--- src/design/rrsd_pkg.sv ---
// ----------------------------------------------------------------------------
// rrsd_pkg
// Shared types and constants of the row run-length sprite decoder.
// ----------------------------------------------------------------------------
package rrsd_pkg;

  localparam int MAX_FRAME_SIDE = 2048;
  localparam int SIDE_W         = 13;
  localparam int CFG_IDX_W      = 2;
  localparam int CFG_DATA_W     = 16;
  localparam int ROW_W          = 16;
  localparam int COL_W          = 12;
  localparam int RUN_W          = 7;
  localparam int SPAN_POS_W     = 11;

  typedef enum logic [CFG_IDX_W-1:0] {
    REG_FRAME_WIDTH  = 2'd0,
    REG_FRAME_HEIGHT = 2'd1,
    REG_ROW_LIMIT    = 2'd2
  } cfg_reg_t;

  localparam logic [COL_W-1:0] COL_MAX       = 12'd4095;
  localparam logic [COL_W-1:0] SIDE_RESET    = 12'd64;
  localparam logic [ROW_W-1:0] LIMIT_RESET   = 16'd64;
  localparam logic             KIND_START    = 1'b0;
  localparam logic [7:0]       KEY_NEXT_ROW  = 8'd0;
  localparam logic [7:0]       KEY_SKIP      = 8'd1;

  typedef struct packed {
    logic       kind;
    logic [7:0] data_byte;
  } item_t;

  typedef struct packed {
    logic [SPAN_POS_W-1:0] row;
    logic [SPAN_POS_W-1:0] col;
    logic [RUN_W-1:0]      length;
    logic [7:0]            color;
  } span_t;

endpackage

--- src/design/rrsd_in_reg.sv ---
// ----------------------------------------------------------------------------
// rrsd_in_reg
// Input register: holds one accepted item until the decode stage takes it.
// ----------------------------------------------------------------------------
module rrsd_in_reg (
  input  logic           clk,
  input  logic           rst_n,
  input  logic           in_valid,
  output logic           in_ready,
  input  rrsd_pkg::item_t in_item,
  input  logic           advance,
  output logic           item_valid,
  output rrsd_pkg::item_t item
);

  logic            valid_r;
  logic            valid_nxt;
  rrsd_pkg::item_t item_r;
  logic            load;

  assign in_ready   = !valid_r || advance;
  assign load       = in_valid && in_ready;
  assign valid_nxt  = load ? 1'b1 : (advance ? 1'b0 : valid_r);
  assign item_valid = valid_r;
  assign item       = item_r;

  always_ff @(posedge clk) begin
    if (!rst_n) begin
      valid_r <= 1'b0;
    end else begin
      valid_r <= valid_nxt;
    end
  end

  always_ff @(posedge clk) begin
    if (load) begin
      item_r <= in_item;
    end
  end

endmodule

--- src/design/rrsd_core.sv ---
// ----------------------------------------------------------------------------
// rrsd_core
// Stream parser state, frame configuration and span clipping.
// ----------------------------------------------------------------------------
module rrsd_core (
  input  logic                                clk,
  input  logic                                rst_n,
  input  logic                                cfg_we,
  input  logic [rrsd_pkg::CFG_IDX_W-1:0]      cfg_index,
  input  logic [rrsd_pkg::CFG_DATA_W-1:0]     cfg_wdata,
  input  logic                                item_valid,
  input  rrsd_pkg::item_t                     item,
  input  logic                                out_free,
  output logic                                advance,
  output logic                                span_valid,
  output rrsd_pkg::span_t                     span
);

  typedef enum logic [1:0] {
    MODE_KEY  = 2'd0,
    MODE_SKIP = 2'd1,
    MODE_LIT  = 2'd2,
    MODE_FILL = 2'd3
  } mode_t;

  mode_t                          parse_mode_r, parse_mode_nxt;
  logic [rrsd_pkg::ROW_W-1:0]     row_count_r, row_count_nxt;
  logic [rrsd_pkg::COL_W-1:0]     col_count_r, col_count_nxt;
  logic [rrsd_pkg::RUN_W-1:0]     run_remaining_r, run_remaining_nxt;
  logic [rrsd_pkg::COL_W-1:0]     frame_width_r;
  logic [rrsd_pkg::COL_W-1:0]     frame_height_r;
  logic [rrsd_pkg::ROW_W-1:0]     row_limit_r;

  logic [rrsd_pkg::SIDE_W-1:0]    fw_eff;
  logic [rrsd_pkg::SIDE_W-1:0]    fh_eff;
  logic [rrsd_pkg::SIDE_W-1:0]    room;
  logic [rrsd_pkg::SIDE_W-1:0]    col_sum;
  logic [7:0]                     col_inc;
  logic [rrsd_pkg::RUN_W-1:0]     emit_len;
  logic [rrsd_pkg::RUN_W-1:0]     clip_len;
  logic                           emit_req;
  logic                           emit_ok;
  logic [7:0]                     b;

  assign b = item.data_byte;

  assign fw_eff = ({1'b0, frame_width_r} > rrsd_pkg::SIDE_W'(rrsd_pkg::MAX_FRAME_SIDE)) ?
                  rrsd_pkg::SIDE_W'(rrsd_pkg::MAX_FRAME_SIDE) : {1'b0, frame_width_r};
  assign fh_eff = ({1'b0, frame_height_r} > rrsd_pkg::SIDE_W'(rrsd_pkg::MAX_FRAME_SIDE)) ?
                  rrsd_pkg::SIDE_W'(rrsd_pkg::MAX_FRAME_SIDE) : {1'b0, frame_height_r};

  assign room     = fw_eff - {1'b0, col_count_r};
  assign emit_len = (parse_mode_r == MODE_LIT) ? rrsd_pkg::RUN_W'(1) : run_remaining_r;
  assign clip_len = ({6'd0, emit_len} > room) ? room[rrsd_pkg::RUN_W-1:0] : emit_len;
  assign emit_ok  = (row_count_r < {3'd0, fh_eff}) && ({1'b0, col_count_r} < fw_eff) &&
                    (emit_len != '0);

  always_comb begin
    col_inc = 8'd0;
    case (parse_mode_r)
      MODE_SKIP: col_inc = b;
      MODE_LIT:  col_inc = 8'd1;
      MODE_FILL: col_inc = {1'b0, run_remaining_r};
      default:   col_inc = 8'd0;
    endcase
  end

  assign col_sum = {1'b0, col_count_r} + {5'd0, col_inc};

  always_comb begin
    parse_mode_nxt    = parse_mode_r;
    row_count_nxt     = row_count_r;
    col_count_nxt     = col_count_r;
    run_remaining_nxt = run_remaining_r;
    emit_req          = 1'b0;
    if (item.kind == rrsd_pkg::KIND_START) begin
      parse_mode_nxt    = MODE_KEY;
      row_count_nxt     = '0;
      col_count_nxt     = '0;
      run_remaining_nxt = '0;
    end else if (row_count_r < row_limit_r) begin
      case (parse_mode_r)
        MODE_KEY: begin
          if (b == rrsd_pkg::KEY_NEXT_ROW) begin
            row_count_nxt = row_count_r + rrsd_pkg::ROW_W'(1);
            col_count_nxt = '0;
          end else if (b == rrsd_pkg::KEY_SKIP) begin
            parse_mode_nxt = MODE_SKIP;
          end else if (b[7:1] != '0) begin
            run_remaining_nxt = b[7:1];
            parse_mode_nxt    = b[0] ? MODE_LIT : MODE_FILL;
          end
        end
        MODE_SKIP: begin
          col_count_nxt  = col_sum[rrsd_pkg::COL_W] ? rrsd_pkg::COL_MAX :
                           col_sum[rrsd_pkg::COL_W-1:0];
          parse_mode_nxt = MODE_KEY;
        end
        MODE_LIT: begin
          emit_req          = emit_ok;
          col_count_nxt     = col_sum[rrsd_pkg::COL_W] ? rrsd_pkg::COL_MAX :
                              col_sum[rrsd_pkg::COL_W-1:0];
          run_remaining_nxt = run_remaining_r - rrsd_pkg::RUN_W'(1);
          if (run_remaining_nxt == '0) begin
            parse_mode_nxt = MODE_KEY;
          end
        end
        default: begin
          emit_req          = emit_ok;
          col_count_nxt     = col_sum[rrsd_pkg::COL_W] ? rrsd_pkg::COL_MAX :
                              col_sum[rrsd_pkg::COL_W-1:0];
          run_remaining_nxt = '0;
          parse_mode_nxt    = MODE_KEY;
        end
      endcase
    end
  end

  assign advance     = item_valid && (!emit_req || out_free);
  assign span_valid  = advance && emit_req;
  assign span.row    = row_count_r[rrsd_pkg::SPAN_POS_W-1:0];
  assign span.col    = col_count_r[rrsd_pkg::SPAN_POS_W-1:0];
  assign span.length = clip_len;
  assign span.color  = b;

  always_ff @(posedge clk) begin
    if (!rst_n) begin
      parse_mode_r    <= MODE_KEY;
      row_count_r     <= '0;
      col_count_r     <= '0;
      run_remaining_r <= '0;
      frame_width_r   <= rrsd_pkg::SIDE_RESET;
      frame_height_r  <= rrsd_pkg::SIDE_RESET;
      row_limit_r     <= rrsd_pkg::LIMIT_RESET;
    end else begin
      if (advance) begin
        parse_mode_r    <= parse_mode_nxt;
        row_count_r     <= row_count_nxt;
        col_count_r     <= col_count_nxt;
        run_remaining_r <= run_remaining_nxt;
      end
      if (cfg_we) begin
        case (cfg_index)
          rrsd_pkg::REG_FRAME_WIDTH:  frame_width_r  <= cfg_wdata[rrsd_pkg::COL_W-1:0];
          rrsd_pkg::REG_FRAME_HEIGHT: frame_height_r <= cfg_wdata[rrsd_pkg::COL_W-1:0];
          rrsd_pkg::REG_ROW_LIMIT:    row_limit_r    <= cfg_wdata;
          default: ;
        endcase
      end
    end
  end

endmodule

--- src/design/rrsd_out_reg.sv ---
// ----------------------------------------------------------------------------
// rrsd_out_reg
// Result register: holds one span until the downstream side takes it.
// ----------------------------------------------------------------------------
module rrsd_out_reg (
  input  logic            clk,
  input  logic            rst_n,
  input  logic            span_valid,
  input  rrsd_pkg::span_t span,
  output logic            out_free,
  output logic            out_valid,
  input  logic            out_ready,
  output rrsd_pkg::span_t out_span
);

  logic            valid_r;
  logic            valid_nxt;
  rrsd_pkg::span_t span_r;

  assign out_free  = !valid_r || out_ready;
  assign valid_nxt = span_valid ? 1'b1 : (out_ready ? 1'b0 : valid_r);
  assign out_valid = valid_r;
  assign out_span  = span_r;

  always_ff @(posedge clk) begin
    if (!rst_n) begin
      valid_r <= 1'b0;
    end else begin
      valid_r <= valid_nxt;
    end
  end

  always_ff @(posedge clk) begin
    if (span_valid) begin
      span_r <= span;
    end
  end

endmodule

--- src/design/row_rle_sprite_decoder.sv ---
// ----------------------------------------------------------------------------
// row_rle_sprite_decoder
// Row-based run-length sprite decoder producing clipped pixel spans.
// ----------------------------------------------------------------------------
// A span reaches out_valid via the input register, decode stage and result register.
// Throughput: one byte per cycle; the decode stage stalls only while a
// result is pending and the result register is full and not being drained.
// Reset: synchronous, active low; clears parser state and valid flags and
// loads 64 into frame_width, frame_height and row_limit.
module row_rle_sprite_decoder (
  input  logic                              clk,
  input  logic                              rst_n,
  input  logic                              cfg_we,
  input  logic [rrsd_pkg::CFG_IDX_W-1:0]    cfg_index,
  input  logic [rrsd_pkg::CFG_DATA_W-1:0]   cfg_wdata,
  input  logic                              in_valid,
  output logic                              in_ready,
  input  logic                              in_kind,
  input  logic [7:0]                        in_data_byte,
  output logic                              out_valid,
  input  logic                              out_ready,
  output logic [rrsd_pkg::SPAN_POS_W-1:0]   out_span_row,
  output logic [rrsd_pkg::SPAN_POS_W-1:0]   out_span_col,
  output logic [rrsd_pkg::RUN_W-1:0]        out_span_length,
  output logic [7:0]                        out_span_color
);

  rrsd_pkg::item_t in_item;
  rrsd_pkg::item_t item;
  rrsd_pkg::span_t span;
  rrsd_pkg::span_t out_span;
  logic            item_valid;
  logic            advance;
  logic            span_valid;
  logic            out_free;

  assign in_item.kind      = in_kind;
  assign in_item.data_byte = in_data_byte;

  rrsd_in_reg u_in_reg (
    .clk        (clk),
    .rst_n      (rst_n),
    .in_valid   (in_valid),
    .in_ready   (in_ready),
    .in_item    (in_item),
    .advance    (advance),
    .item_valid (item_valid),
    .item       (item)
  );

  rrsd_core u_core (
    .clk        (clk),
    .rst_n      (rst_n),
    .cfg_we     (cfg_we),
    .cfg_index  (cfg_index),
    .cfg_wdata  (cfg_wdata),
    .item_valid (item_valid),
    .item       (item),
    .out_free   (out_free),
    .advance    (advance),
    .span_valid (span_valid),
    .span       (span)
  );

  rrsd_out_reg u_out_reg (
    .clk        (clk),
    .rst_n      (rst_n),
    .span_valid (span_valid),
    .span       (span),
    .out_free   (out_free),
    .out_valid  (out_valid),
    .out_ready  (out_ready),
    .out_span   (out_span)
  );

  assign out_span_row    = out_span.row;
  assign out_span_col    = out_span.col;
  assign out_span_length = out_span.length;
  assign out_span_color  = out_span.color;

endmodule

--- config.mk ---
export PLATFORM = sky130hd
export DESIGN_NAME = row_rle_sprite_decoder
export DESIGN_NICKNAME = d
export VERILOG_FILES = /design/src/design/rrsd_pkg.sv /design/src/design/rrsd_in_reg.sv /design/src/design/rrsd_core.sv /design/src/design/rrsd_out_reg.sv /design/src/design/row_rle_sprite_decoder.sv
export SDC_FILE = /design/constraint.sdc
export NUM_CORES = 1
export LEC_CHECK = 0
export ABC_AREA = 0
export ABC_CLOCK_PERIOD_IN_PS = 5800
export BUFFER_PORTS_ARGS = -buffer_cell sky130_fd_sc_hd__buf_2
export CELL_PAD_IN_SITES_DETAIL_PLACEMENT = 1
export CELL_PAD_IN_SITES_GLOBAL_PLACEMENT = 1
export CORE_MARGIN = 3
export CORE_UTILIZATION = 29
export DETAILED_ROUTE_END_ITERATION = 8
export PLACE_DENSITY = 0.64
export SYNTH_ARGS = -nofsm -noshare
export SYNTH_HDL_FRONTEND = slang
export SYNTH_SLANG_ARGS = --single-unit
--- constraint.sdc ---
create_clock -name clk -period 5.8 [get_ports clk]
set_clock_uncertainty 0.15 [all_clocks]
set_input_delay 1.16 -clock clk [delete_from_list [all_inputs] [get_ports clk]]
set_output_delay 1.16 -clock clk [all_outputs]
set_load 0.05 [all_outputs]
==> results of run 1 <==
[per-layer routing]
metal,global-route usage [%],up-vias
met4,4.306,0
met2,28.92,100
li1,-,3111
met5,0,-
met1,24.86,3124
met3,2.900,10
[cells in the mapped netlist (all sizes together) (5+ instances only)]
master and instances:
o21ai 37, or4 14, xor2 6, or3 6, nor2b 16, a21oi 101
nand4 11, mux2i 16, buf 12, o21a 10, o31ai 7, and3 8
a211oi 5, dfxtp 79, nand2b 10, xnor2 9, inv 51, edfxtp 46
nand2 136, nor4 10, nand3 26, clkbuf 25, nor2 37, nor3 10
a31oi 11, ha 56
[registers in the layout, summed over array words and instances (netlist names), 2 cells and up]
register	cells
u_core.frame_width_r	12
u_core.col_count_r	12
u_core.row_count_r	16
u_core.row_limit_r	16
u_core.parse_mode_r	2
u_core.run_remaining_r	7
u_core.frame_height_r	12
u_out_reg.out_span	37
u_in_reg.item	9
[worst max-delay path, delay by kind of cell (launching register included)]
| family | cells | cell delay, ns |
|---|---|---|
| buffers and inverters | 2 | 0.31 |
| and+or+nand+nor | 3 | 0.59 |
| DFF | 1 | 0.57 |
| AOI/OAI and AO/OA | 4 | 1.29 |
| adders and majority gates | 1 | 0.37 |
[stage by stage]
stage | power [uW] | util, % | cell area [um^2]
after floorplan | 1128 | - | 7238
after global placement | 1206 | 32.34 | 7889
after detailed placement | 1208 | 32.34 | 7889
after CTS | 2303 | 34.78 | 8483
after global routing | 2380 | 34.78 | 8483
final | 2280 | 34.78 | 8483
[placed cells by master (no fill, tap or decap), drive strengths merged, types with 4 or more instances in the layout]
| master | n |
|---|---|
| a211oi | 5 |
| a21o | 4 |
| a21oi | 101 |
| a31oi | 11 |
| and3 | 8 |
| buf | 81 |
| clkbuf | 20 |
| clkinv | 6 |
| dfxtp | 79 |
| edfxtp | 46 |
| ha | 56 |
| inv | 54 |
| mux2i | 16 |
| nand2 | 136 |
| nand2b | 10 |
| nand3 | 26 |
| nand4 | 11 |
| nor2 | 37 |
| nor2b | 16 |
| nor3 | 10 |
| nor4 | 10 |
| o2111ai | 4 |
| o21a | 10 |
| o21ai | 37 |
| o21bai | 4 |
| o31ai | 7 |
| or3 | 6 |
| or4 | 14 |
| xnor2 | 9 |
| xor2 | 6 |
[where the power goes]
| group | internal (uW) | leakage (uW) | switching [uW] |
|---|---|---|---|
| registers | 928 | 0.00108 | 22.1 |
| logic | 86.9 | 0.00185 | 154 |
| clock network | 653 | 0.000294 | 437 |
[kinds of logic after synthesis]
logic type / Yosys count / share of synthesized area (%)
flops: 125 / 40.93
buf+inv: 88 / 5.237
compound gates: 214 / 18.20
simple gates: 305 / 20.90
fa+ha+maj: 58 / 10.23
xor+xnor: 15 / 1.815
mux: 19 / 2.679
[cell type report]
class                   count  area [um^2]  share of cell area [%]
clock inverters            12        105.1                   1.239
inverters                  51        191.4                   2.257
clock buffers              20        489.2                   5.767
multi-input cells         611         3896                   45.93
flip-flops and latches    125         2963                   34.93
well taps                 324        405.4                   4.779
repair buffers             81        432.9                   5.103
[worst max-delay path by stage]
stage                              start                endpoint  cells past startpoint
2_1_floorplan   u_core.frame_width_r[11]   u_out_reg.out_span[9]                     17
6_report        u_core.frame_width_r[11]                in_ready                     10
3_3_place_gp    u_core.frame_width_r[11]  u_out_reg.out_span[20]                     10
4_1_cts        u_core.frame_height_r[11]                in_ready                     11
3_5_place_dp    u_core.frame_width_r[11]  u_out_reg.out_span[20]                     10
5_1_grt        u_core.frame_height_r[11]                in_ready                     11
==> flow_metrics.tcl, run 1 <==
set metrics [dict create \
    std_cell_rows 57 \
    finalCriticalPeriod_ns 4.878 \
    drtPass1Iterations 4 \
    highest_layer "met4" \
    numCtsBuffers 17 \
    diodes 0 \
    place_inst 1192 \
    dr_wl_met2_mm 10.73 \
    start_util_pct 29.68 \
    cp_data_required_time_ns 4.49 \
    die_area_um2 26890 \
    fp.dieW_um 164.0 \
    grt_pass1_vias 6498 \
    whs_ns 0.3071 \
    cts_tree "built" \
    hold_violations 0 \
    dp_hpwl_mm 16.76 \
    worstPathCellList "nor2b_1 > ha_1 > o21ai_0 > a21oi_1 > o31a_1 > o32ai_1 > nor3_1 > and4b_1 > inv_1 > buf_2" \
    routedWlPerCell_um 18.96 \
    route.met3.wl_um 743 \
    p_leak_uw 0.003222 \
    power_density_nw_per_um2 268.8 \
    r2r_slack_ns 1.15 \
    stdcell_count 1224 \
    clock_sinks 125 \
    holdCritStartpoint "u_core.row_limit_r[12]" \
    syn_avg_cell_area_um2 8.784 \
    synth_nets 914 \
    whs_path_depth 2 \
    antenna_left 0 \
    r2r-end "u_out_reg.out_span[23]" \
    drc_errors 0 \
    core_area_um2 24390 \
    worstPathArrival_ns 3.57 \
    max_slew_margin_pct 23.96 \
    clock.fmax_mhz 205.0 \
    worstSetupPathType "reg -> out" \
    vias_per_cell 5.184 \
    ys.flop_type "dfxtp_1" \
    port_buffers 70 \
    yosys_warnings 0 \
    die_h_um 164.0 \
    area_growth_pct 17.20 \
    io_pins 71 \
    cts_root_buffer "clkbuf_16" \
    setup_ws_ns 0.9218 \
    cpMaxStageDelayCell "o32ai_1" \
    hp-class "reg -> reg" \
    reg2reg_depth 10 \
    cts_max_level 4 \
    tightestPinTransition_ns 1.141 \
    met1_length_mm 11.56 \
    worstReg2RegStart "u_core.frame_width_r[11]" \
    critPathMaxFanout 13 \
    endpoint_kind "primary output" \
    grt_pass1_wl_mm 37.01 \
    cts-hold-fix-buffers 0 \
    wl_mm 23.20 \
    cts.reportedPaths.clkPinSlew_ns 0.06 \
    vdd_drop_max_mv 0.1682 \
    outcome "finished, final reports clean" \
    ys_types 70 \
    min_to "u_core.row_limit_r[12]" \
    drt_iter0_drc 337 \
    synth_area_leaders "dfxtp_1 (22%), edfxtp_1 (19%), ha_1 (9.7%)" \
    synth-edff-count 46 \
    track_usage_pct 17.83 \
    rsz0062_at_grt "false" \
    finalSetupTns_ns 0 \
    num_vias 6345 \
    fin_nets 977 \
    maxCapViolCount 0 \
    synthArstFlopShare_pct 0 \
    cts_max_path_buffers 2 \
    yosysTopAreaCell "dfxtp_1" \
    synthCells 824 \
    fill_cells 2933 \
    synth_seq_area_share_pct 40.93 \
    fin_crit_sh_pct 84.11 \
    synth_top_area_share_pct 21.85 \
    postCtsSetupRepairBufs 0 \
    grt_max_degree 44 \
    layout-drive-gt1-share_pct 14.56 \
    overflow 0 \
    clock_latency_ns 0.43 \
    ctsResizeCount 0 \
    antenna_found_initial 0 \
    synth_area_um2 7238 \
    post-place-ws_ns 1.174 \
    startpoint_type "flip-flop" \
    slowest_delay_ns 0.77 \
    setup_violations 0 \
    slew_violations 0 \
    place_congestion 0.8703 \
    synth-seq-cells 125 \
]
(Power assumes the default switching activity.)
==> inputs of run 2 (changes only) <==
--- a/config.mk
+++ b/config.mk
@@ -6,14 +6,14 @@
 export NUM_CORES = 1
 export LEC_CHECK = 0
 export ABC_AREA = 0
-export ABC_CLOCK_PERIOD_IN_PS = 5800
+export ABC_CLOCK_PERIOD_IN_PS = 4200
 export BUFFER_PORTS_ARGS = -buffer_cell sky130_fd_sc_hd__buf_2
 export CELL_PAD_IN_SITES_DETAIL_PLACEMENT = 1
 export CELL_PAD_IN_SITES_GLOBAL_PLACEMENT = 1
 export CORE_MARGIN = 3
 export CORE_UTILIZATION = 29
 export DETAILED_ROUTE_END_ITERATION = 8
-export PLACE_DENSITY = 0.64
+export PLACE_DENSITY = 0.66
 export SYNTH_ARGS = -nofsm -noshare
 export SYNTH_HDL_FRONTEND = slang
 export SYNTH_SLANG_ARGS = --single-unit
==> constraint.sdc (replaced) <==
create_clock -name clk -period 4.2 [get_ports clk]
set_clock_uncertainty 0.15 [all_clocks]
set_input_delay 0.84 -clock clk [delete_from_list [all_inputs] [get_ports clk]]
set_output_delay 0.84 -clock clk [all_outputs]
set_load 0.05 [all_outputs]
==> flow_metrics.tcl, run 2 (synthesis results as in run 1) <==
set metrics [dict create \
    slew_violations 0 \
    grt_pass1_wl_mm 37.54 \
    cts_max_path_buffers 2 \
    fin_crit_sh_pct 95.67 \
    fp.dieW_um 164.0 \
    cpMaxStageDelayCell "or4b_4" \
    die_h_um 164.0 \
    numCtsBuffers 17 \
    die_area_um2 26890 \
    diodes 0 \
    worstPathArrival_ns 3.03 \
    rsz0062_at_grt "false" \
    io_pins 71 \
    routedWlPerCell_um 18.97 \
    startpoint_type "flip-flop" \
    grt_busiest_layer "met2" \
    post-place-ws_ns 0.2853 \
    num_vias 6500 \
    port_buffers 70 \
    drc_errors 0 \
    cts.reportedPaths.clkPinSlew_ns 0.06 \
    maxCapViolCount 0 \
    grt_max_degree 35 \
    layout_common_cells "nand2_1 (136), a21oi_1 (101), dfxtp_1 (79), buf_2 (69), ha_1 (56)" \
    stdcell_count 1253 \
    vdd_drop_max_mv 0.2036 \
    endpoint_kind "primary output" \
    antenna_found_initial 0 \
    hp-class "reg -> reg" \
    largest_reg_flops 37 \
    slowest_delay_ns 0.60 \
    outcome "finished, final reports clean" \
    std_cell_rows 57 \
    place_congestion 0.8447 \
    overflow 0 \
    core_area_um2 24390 \
    fin_nets 1006 \
    antenna_left 0 \
    power_density_nw_per_um2 362.9 \
    hold_violations 0 \
    vias_per_cell 5.188 \
    setup_ws_ns 0.1818 \
    multi_input_area_um2 3955 \
    fill_cells 2900 \
    use_met1_pct 23.63 \
    area_growth_pct 21.33 \
    final_common_cell "nand2_1" \
    start_util_pct 29.68 \
    seq_area_um2 2963 \
    place_inst 1220 \
    cts_root_buffer "clkbuf_16" \
    wl_mm 23.77 \
    clock.fmax_mhz 248.9 \
    cts_tree "built" \
    grt_pass1_vias 6748 \
    finalCriticalPeriod_ns 4.018 \
    max_slew_margin_pct 36.66 \
    grtUsageMet3_pct 3.556 \
    drt_iter0_drc 433 \
    dp_hpwl_mm 17.62 \
    p_leak_uw 0.003402 \
    drtPass1Iterations 4 \
    tightestPinTransition_ns 0.9438 \
    worstPathCellList "or4b_4 > a2111oi_4 > o311ai_2 > or3_4 > nor3_4 > and4b_1 > inv_1 > buf_6" \
    final_util_pct 36.01 \
    setup_violations 0 \
    critPathMaxFanout 7 \
    track_usage_pct 18.01 \
    cts_max_level 4 \
    worstSetupPathType "reg -> out" \
    layout-drive-gt1-share_pct 17.98 \
    clock_sinks 125 \
    power_uw 3187 \
    finalSetupTns_ns 0 \
    cp_data_required_time_ns 3.21 \
    met2_usage_pct 30.79 \
    clock_latency_ns 0.43 \
]
run 2: cell types whose count changed in the layout (fill, tap and decap cells not counted), sizes merged:
| cell | change |
|---|---|
| buf | +29 |
| bufinv | -1 |
| clkinv | -1 |
| clkinvlp | -2 |
| inv | +4 |
run 2: critical path: cells and delay by family (launching register included):
kind	cells	cell delay (ns)
AOI/OAI and AO/OA	2	0.54
DFF	1	0.38
and+or+nand+nor	4	1.50
buffers and inverters	2	0.21
run 2: per-stage QoR:
stage | hold WS [ns] | area [um^2]
final | 0.3019 | 8782
after global routing | 0.3264 | 8782
after CTS | 0.3044 | 8745
after detailed placement | 0.2952 | 8108
after global placement | 0.2907 | 8108
after floorplan | 0.2816 | 7247
run 2: power breakdown:
| part | switching (uW) | internal (uW) | total [uW] | leakage, uW |
|---|---|---|---|---|
| registers | 26.3 | 1280 | 1310 | 0.00108 |
| clock network | 636 | 885 | 1520 | 0.000304 |
| logic | 227 | 132 | 359 | 0.00202 |
| total | 889 | 2300 | 3190 | 0.00340 |
run 2: layer usage:
| layer | vias to the layer above | wire, um |
|---|---|---|
| li1 | 3165 | - |
| met1 | 3194 | 10990 |
| met2 | 128 | 11490 |
| met3 | 13 | 1076 |
| met4 | 0 | 211 |
| met5 | - | 0 |
run 2: worst paths after layout:
check | start | endpoint | slack, ns | depth (start not counted)
setup / recovery | u_core.row_count_r[13] | in_ready | 0.18 | 8
hold / removal | u_core.frame_width_r[8] | u_core.frame_width_r[8] | 0.30 | 2
setup reg to reg | u_core.frame_width_r[11] | u_out_reg.out_span[9] | 0.23 | 16
hold reg to reg | u_core.frame_width_r[8] | u_core.frame_width_r[8] | 0.30 | 2
run 2: cell type report:
| type | instances | area share (%) |
|---|---|---|
| multi-input combinational | 611 | 45.03 |
| inverter | 51 | 2.180 |
| timing repair buffer | 110 | 7.480 |
| sequential | 125 | 33.74 |
| clock inverter | 12 | 1.254 |
| clock buffer | 20 | 5.699 |
| tap | 324 | 4.616 |
run 2: timing repair:
item | CTS | global route
pin swaps | 3 | 5
hold buffers | 0 | 0
endpoints found under the setup margin | 1 | 1
setup buffers | 1 | 0
resized for setup | 3 | 9
